==> config.mk <==
export PLATFORM = sky130hd
export DESIGN_NAME = utf8_decoder_surrogate_join
export DESIGN_NICKNAME = d
export VERILOG_FILES = /design/src/rtl/u8d_pkg.sv /design/src/rtl/utf8_decoder_surrogate_join.sv /design/src/rtl/u8d_input_stage.sv /design/src/rtl/u8d_decode_core.sv
export SDC_FILE = /design/constraint.sdc
export NUM_CORES = 1
export LEC_CHECK = 0
export BUFFER_PORTS_ARGS = -buffer_cell sky130_fd_sc_hd__buf_2
export CAP_MARGIN = 30
export CORE_ASPECT_RATIO = 0.9
export CORE_MARGIN = 5
export CORE_UTILIZATION = 38
export CTS_CLUSTER_SIZE = 8
export DETAILED_ROUTE_END_ITERATION = 12
export PLACE_DENSITY_LB_ADDON = 0.3
export SLEW_MARGIN = 20
export SYNTH_ARGS = -nofsm -noshare
export SYNTH_HDL_FRONTEND = slang
export SYNTH_SLANG_ARGS = --single-unit
==> constraint.sdc <==
create_clock -name clk -period 7.8 [get_ports clk]
set_input_delay 1.17 -clock clk [delete_from_list [all_inputs] [get_ports clk]]
set_output_delay 1.17 -clock clk [all_outputs]
set_load 0.02 [all_outputs]
==> src/rtl/u8d_pkg.sv <==
// ----------------------------------------------------------------------------
// u8d_pkg
// Types, constants and lead-byte helpers shared by the UTF-8 decoder modules.
// ----------------------------------------------------------------------------
package u8d_pkg;

    localparam int CP_W   = 21;
    localparam int BYTE_W = 8;

    // Two bits per high nibble, nibble 0xF in the lowest pair.
    localparam logic [15:0] LEAD_NIBBLE_COUNTS = 16'h555B;
    // One payload mask per trailing count, count 0 in the lowest byte.
    localparam logic [31:0] LEAD_BIT_MASKS     = 32'h070F1F7F;
    localparam logic [5:0]  CONT_BITS          = 6'h3F;

    localparam logic [CP_W-1:0] LOW_SUR_FIRST  = 21'h00DC00;
    localparam logic [CP_W-1:0] LOW_SUR_LAST   = 21'h00DFFF;
    localparam logic [CP_W-1:0] HIGH_SUR_FIRST = 21'h00D800;
    localparam logic [CP_W-1:0] HIGH_SUR_LAST  = 21'h00DBFF;
    localparam logic [CP_W-1:0] SUPP_BASE      = 21'h010000;

    typedef struct packed {
        logic [BYTE_W-1:0] in_byte;
        logic              end_of_string;
    } byte_item_t;

    typedef struct packed {
        logic [CP_W-1:0] code_point;
        logic            replaces_previous;
    } cp_item_t;

    // Handoff from the input register to the decode stage.
    typedef struct packed {
        logic       valid;
        byte_item_t item;
    } stage_t;

    // Decoder state seen from outside the core.
    typedef struct packed {
        logic [1:0] bytes_owed;
        logic       have_previous;
    } status_t;

    // Trailing bytes owed by a lead byte, from its high nibble.
    function automatic logic [1:0] lead_owed(input logic [3:0] nib);
        logic [15:0] shifted;
        shifted = LEAD_NIBBLE_COUNTS >> {~nib, 1'b0};
        return nib[3] ? shifted[1:0] : 2'd0;
    endfunction

    // Payload bits kept from a lead byte for a given trailing count.
    function automatic logic [BYTE_W-1:0] lead_mask(input logic [1:0] owed);
        logic [31:0] shifted;
        shifted = LEAD_BIT_MASKS >> {owed, 3'b000};
        return shifted[BYTE_W-1:0];
    endfunction

endpackage

==> src/rtl/utf8_decoder_surrogate_join.sv <==
// ----------------------------------------------------------------------------
// utf8_decoder_surrogate_join
// Lenient UTF-8 decoder, one byte per transfer, joining surrogate pairs.
// ----------------------------------------------------------------------------
// Path: a byte goes into the input register, is decoded from there, and a
// completed code point is registered in the result register for the port.
// Throughput: one byte per cycle unless a result waits, and then the input
// register holds one more byte; the decode stage updates state in one pass.
// Reset: rst_n clears the sequence state, the previous code point and both
// valid flags; payload registers are not reset.
module utf8_decoder_surrogate_join
    import u8d_pkg::*;
(
    input  logic       clk,
    input  logic       rst_n,
    input  logic       byte_valid,
    output logic       byte_ready,
    input  byte_item_t byte_item,
    output logic       cp_valid,
    input  logic       cp_ready,
    output cp_item_t   cp_item
);

    stage_t  stage;
    logic    take;
    status_t status;

    u8d_input_stage u_input
    (
        .clk        (clk),
        .rst_n      (rst_n),
        .byte_valid (byte_valid),
        .byte_ready (byte_ready),
        .byte_item  (byte_item),
        .take       (take),
        .stage      (stage)
    );

    u8d_decode_core u_core
    (
        .clk      (clk),
        .rst_n    (rst_n),
        .stage    (stage),
        .take     (take),
        .cp_valid (cp_valid),
        .cp_ready (cp_ready),
        .cp_item  (cp_item),
        .status   (status)
    );

    // A joined value always lies in the supplementary planes.
    a_join_range: assert property (@(posedge clk) disable iff (!rst_n)
        cp_valid && cp_item.replaces_previous |-> cp_item.code_point >= SUPP_BASE)
        else $error("joined code point below the supplementary base");

    // End of string leaves the decoder empty.
    a_eos_clear: assert property (@(posedge clk) disable iff (!rst_n)
        take && stage.item.end_of_string |=>
            status.bytes_owed == 2'd0 && !status.have_previous)
        else $error("state not cleared after end of string");

    // The input side stalls only while the input register holds a byte and a result waits.
    a_ready_stall: assert property (@(posedge clk) disable iff (!rst_n)
        !byte_ready |-> stage.valid && cp_valid && !cp_ready)
        else $error("input stalled without a pending byte and a blocked result");

    // A waiting result holds, unchanged, until its transfer.
    a_out_hold: assert property (@(posedge clk) disable iff (!rst_n)
        cp_valid && !cp_ready |=> cp_valid && $stable(cp_item))
        else $error("result changed while waiting for a transfer");

endmodule

==> src/rtl/u8d_input_stage.sv <==
// ----------------------------------------------------------------------------
// u8d_input_stage
// Input register: holds one byte until the decode stage takes it.
// ----------------------------------------------------------------------------
module u8d_input_stage
    import u8d_pkg::*;
(
    input  logic       clk,
    input  logic       rst_n,
    input  logic       byte_valid,
    output logic       byte_ready,
    input  byte_item_t byte_item,
    input  logic       take,
    output stage_t     stage
);

    logic       valid_reg;
    logic       valid_next;
    byte_item_t item_reg;

    // The register frees up in the same cycle that the decode stage takes it.
    assign byte_ready = !valid_reg || take;

    always_comb
    begin
        valid_next = valid_reg;
        if (byte_ready)
        begin
            valid_next = byte_valid;
        end
    end

    always_ff @(posedge clk or negedge rst_n)
    begin
        if (!rst_n)
        begin
            valid_reg <= 1'b0;
        end
        else
        begin
            valid_reg <= valid_next;
        end
    end

    always_ff @(posedge clk)
    begin
        if (byte_valid && byte_ready)
        begin
            item_reg <= byte_item;
        end
    end

    assign stage.valid = valid_reg;
    assign stage.item  = item_reg;

endmodule

==> src/rtl/u8d_decode_core.sv <==
// ----------------------------------------------------------------------------
// u8d_decode_core
// Sequence state, surrogate join and the result register.
// ----------------------------------------------------------------------------
module u8d_decode_core
    import u8d_pkg::*;
(
    input  logic     clk,
    input  logic     rst_n,
    input  stage_t   stage,
    output logic     take,
    output logic     cp_valid,
    input  logic     cp_ready,
    output cp_item_t cp_item,
    output status_t  status
);

    logic [CP_W-1:0] partial_reg;
    logic [CP_W-1:0] partial_next;
    logic [1:0]      owed_reg;
    logic [1:0]      owed_next;
    logic            have_prev_reg;
    logic            have_prev_next;
    logic [CP_W-1:0] prev_reg;
    logic [CP_W-1:0] prev_next;
    logic            out_valid_reg;
    logic            out_valid_next;
    cp_item_t        out_item_reg;

    logic [BYTE_W-1:0] b;
    logic [1:0]        lead_cnt;
    logic              done;
    logic              is_low;
    logic              is_high;
    logic              do_join;
    logic [CP_W-1:0]   joined;
    cp_item_t          result;

    // The result register is free, or is being emptied this cycle.
    assign take = stage.valid && (!out_valid_reg || cp_ready);
    assign b    = stage.item.in_byte;

    always_comb
    begin
        lead_cnt = lead_owed(b[7:4]);
        if (owed_reg != 2'd0)
        begin
            // Any byte is a continuation here, whatever its top bits.
            partial_next = {partial_reg[CP_W-7:0], b[5:0] & CONT_BITS};
            owed_next    = owed_reg - 2'd1;
            done         = (owed_reg == 2'd1);
        end
        else
        begin
            partial_next = {{(CP_W-BYTE_W){1'b0}}, b & lead_mask(lead_cnt)};
            owed_next    = lead_cnt;
            done         = (lead_cnt == 2'd0);
        end

        is_low  = (partial_next >= LOW_SUR_FIRST) && (partial_next <= LOW_SUR_LAST);
        is_high = (prev_reg >= HIGH_SUR_FIRST) && (prev_reg <= HIGH_SUR_LAST);
        do_join = have_prev_reg && is_low && is_high;
        // Both halves are ten bits above their range bases.
        joined  = {1'b0, prev_reg[9:0], partial_next[9:0]} + SUPP_BASE;

        result.code_point        = do_join ? joined : partial_next;
        result.replaces_previous = do_join;

        have_prev_next = have_prev_reg;
        prev_next      = prev_reg;
        if (done)
        begin
            have_prev_next = 1'b1;
            prev_next      = result.code_point;
        end

        if (stage.item.end_of_string)
        begin
            partial_next   = '0;
            owed_next      = 2'd0;
            have_prev_next = 1'b0;
            prev_next      = '0;
        end

        out_valid_next = out_valid_reg && !cp_ready;
        if (take)
        begin
            out_valid_next = done;
        end
    end

    always_ff @(posedge clk or negedge rst_n)
    begin
        if (!rst_n)
        begin
            partial_reg   <= '0;
            owed_reg      <= 2'd0;
            have_prev_reg <= 1'b0;
            prev_reg      <= '0;
            out_valid_reg <= 1'b0;
        end
        else
        begin
            if (take)
            begin
                partial_reg   <= partial_next;
                owed_reg      <= owed_next;
                have_prev_reg <= have_prev_next;
                prev_reg      <= prev_next;
            end
            out_valid_reg <= out_valid_next;
        end
    end

    always_ff @(posedge clk)
    begin
        if (take && done)
        begin
            out_item_reg <= result;
        end
    end

    assign cp_valid             = out_valid_reg;
    assign cp_item              = out_item_reg;
    assign status.bytes_owed    = owed_reg;
    assign status.have_previous = have_prev_reg;

endmodule
==> out/qor.txt <==
outcome -> completed
# Max-Cap Violations -> 0
Max rail drop VDD -> 0.000122 V
Initial Utilization -> 39.2%
IO Pins -> 37
Cell Chain, Critical Path -> buf_2 > nor2b_1 > nand2_1 > buf_2
flops & latches, synth -> 72
pre-CTS WS -> 4.55 ns
clk slew on worst S/H paths -> 0.08 ns
syn_area_per_cell -> 12.0 um2
Syn Std Cell Area -> 3180 um2
layout cell share with drive strength beyond 1 -> 22.5%
non-filler cells in the finished layout -> 410
drt total wl -> 7140 um
# nets final -> 321
Area after DPL -> 3460 um2
# hold bufs at CTS -> 0
Req. time, crit path -> 6.63 ns
Post-CTS Setup Bufs -> 0
max_slew headroom -> 46.1%
antenna-violating nets left -> 0
drt first-iter violations -> 111
Final Power -> 0.000954 W
TNS Setup -> 0 ns
global-route wire length before repair -> 12000 um
Layout area overhead -> 17.4%
critical path's most frequent cell -> buf_2
vias in the first global route -> 2249
Synth Net Count -> 281
Hold Vio Cnt, Final -> 0
TritonCTS clock tree -> done
CTS sink count -> 72
Seq/Total Area, Yosys -> 61.5%
DRC viols -> 0
worst clock skew -> 0.0103 ns
antenna violations before repair -> 0
die area -> 10300 um2
Leak -> 1.53 nW
Max Slew Vio Count -> 0
post_cts resized -> 0
minimum clock period -> 3.00 ns
power per standard cell area -> 255 nW/um2
clk root buf -> clkbuf_8
total placed cells including tap cells -> 391
Top FF cell, synth -> dfrtp_1
ANT cells -> 0
detailed placer's ending HPWL -> 4910 um
critical path class -> in2out
critical path's slowest cell -> nor2b_1
gr ovfl total -> 0
unrepaired setup endpoints after global routing -> false
Die Ht -> 96.8 um
Final period util -> 38.4%
core area -> 8110 um2
FP Rows -> 31
CP max FO -> 4
area leader, netlist -> dfrtp_1
Clock Tree Buf Depth -> 2
clock insertion delay at the later pin of the skew report -> 0.35 ns
fmax -> 0.334 GHz
EDFF count, synth -> 31
Die X-Extent -> 106 um
crit end category -> output port
post-synth top area share -> 32.3%
vias post-DR -> 2255
global placement routability congestion -> 0.874
Distinct cells, synth -> 42
Tot GR Track Use -> 14.7%
max reg flops -> 22
# setup viols final -> 0
ys async rst share -> 56.9%
Arr. time, crit path -> 1.83 ns
largest net degree at the start of global routing -> 42
routed len/inst -> 17.4 um
startpoint type of the worst setup path -> input port
most frequent cells in the layout -> nand2_1 (41), dfrtp_1 (41), buf_2 (36)
input/output buffers -> 36
Via density -> 5.50
Worst Tran Pin Value -> 0.804 ns
Largest stage delay, worst path -> 0.25 ns
HP Class -> reg2reg
warnings from Yosys -> 0
worst setup margin -> 4.80 ns
CTS Buf Count -> 9
H-Tree Depth -> 3
Synth area leaders -> dfrtp_1 (32%), edfxtp_1 (29%), a22o_1 (5.2%)
Syn Inst Count -> 266
first drt pass iteration count -> 4
Post-Layout Inst Area -> 3730 um2
Yosys cell counts (2+ instances only):
master and instances:
o31ai_1 2, o21ai_0 9, inv_1 7, clkbuf_1 7, buf_2 5, o31ai_2 2, nor2_1 6, edfxtp_1 31
o21ai_1 14, o211ai_1 14, nand2b_1 9, a22o_1 19, a22oi_1 6, nor3_1 5, xnor2_1 2, ha_1 2
nor2b_1 2, and2_1 10, nand3_1 2, nand2_1 41, nand4_1 3, dfrtp_1 41, nor4_4 3, o21a_1 3
nor3b_1 3, nor4_1 2
power by group:
part / leakage, nW / total (W) / switching, W / internal (W)
clock: 0.115 / 0.000344 / 0.000142 / 0.000201
sequential: 0.854 / 0.000475 / 0.0000353 / 0.000440
combinational: 0.559 / 0.000135 / 0.0000912 / 0.0000441
total: 1.53 / 0.000954 / 0.000269 / 0.000685
layout make-up:
type | count | area (um2)
Timing Repair Buffer | 42 | 241
Sequential cell | 72 | 1960
Clock buffer | 11 | 153
Tap cell | 99 | 124
Inverter | 7 | 26.3
Multi-Input combinational cell | 174 | 1150
Clock inverter | 5 | 85.1
Fill cell | 722 | 4370
through the flow:
stage	utilization (%)	hold slack (ns)
4_1_cts	45.6	0.487
3_3_place_gp	42.7	0.471
5_1_grt	46.1	0.514
6_report	46.1	0.493
3_5_place_dp	42.7	0.480
2_1_floorplan	-	0.450
logic make-up after synthesis:
group | share of synthesized area [%]
fa+ha+maj | 0.787
compound gates | 17.6
xor+xnor | 0.551
simple gates | 16.4
flops | 61.5
buf+inv | 2.79
mux | 0.354
final timing paths:
kind	from	end	slack, ns	cells past startpoint
worst max-delay path	cp_ready	byte_ready	4.80	4
worst min-delay path	u_input.stage[1]$_DFFE_PP_	u_core.cp_item[1]$_DFFE_PP_	0.49	0
worst max register to register	u_core.prev_reg[6]$_DFFE_PN0P_	u_core.cp_item[13]$_DFFE_PP_	5.03	6
worst min register to register	u_input.stage[1]$_DFFE_PP_	u_core.cp_item[1]$_DFFE_PP_	0.49	0
max in group asynchronous	rst_n	u_core.prev_reg[10]$_DFFE_PN0P_	6.65	2
min in group asynchronous	rst_n	u_core.prev_reg[19]$_DFFE_PN0P_	0.69	1
critical path: cells and delay by family:
| kind | cells | cell delay, ns |
|---|---|---|
| buffers and inverters | 2 | 0.28 |
| and+or+nand+nor | 2 | 0.38 |
routing by layer:
metal  vias up  global-route usage, %  wire length [um]
li1       1067                      -                 -
met1      1095                   20.7              3430
met2        77                   21.5              3120
met3        16                   3.60               434
met4         0                   6.10               151
met5         -                      0                 0
No activity file was read; power rests on OpenSTA's default activity.
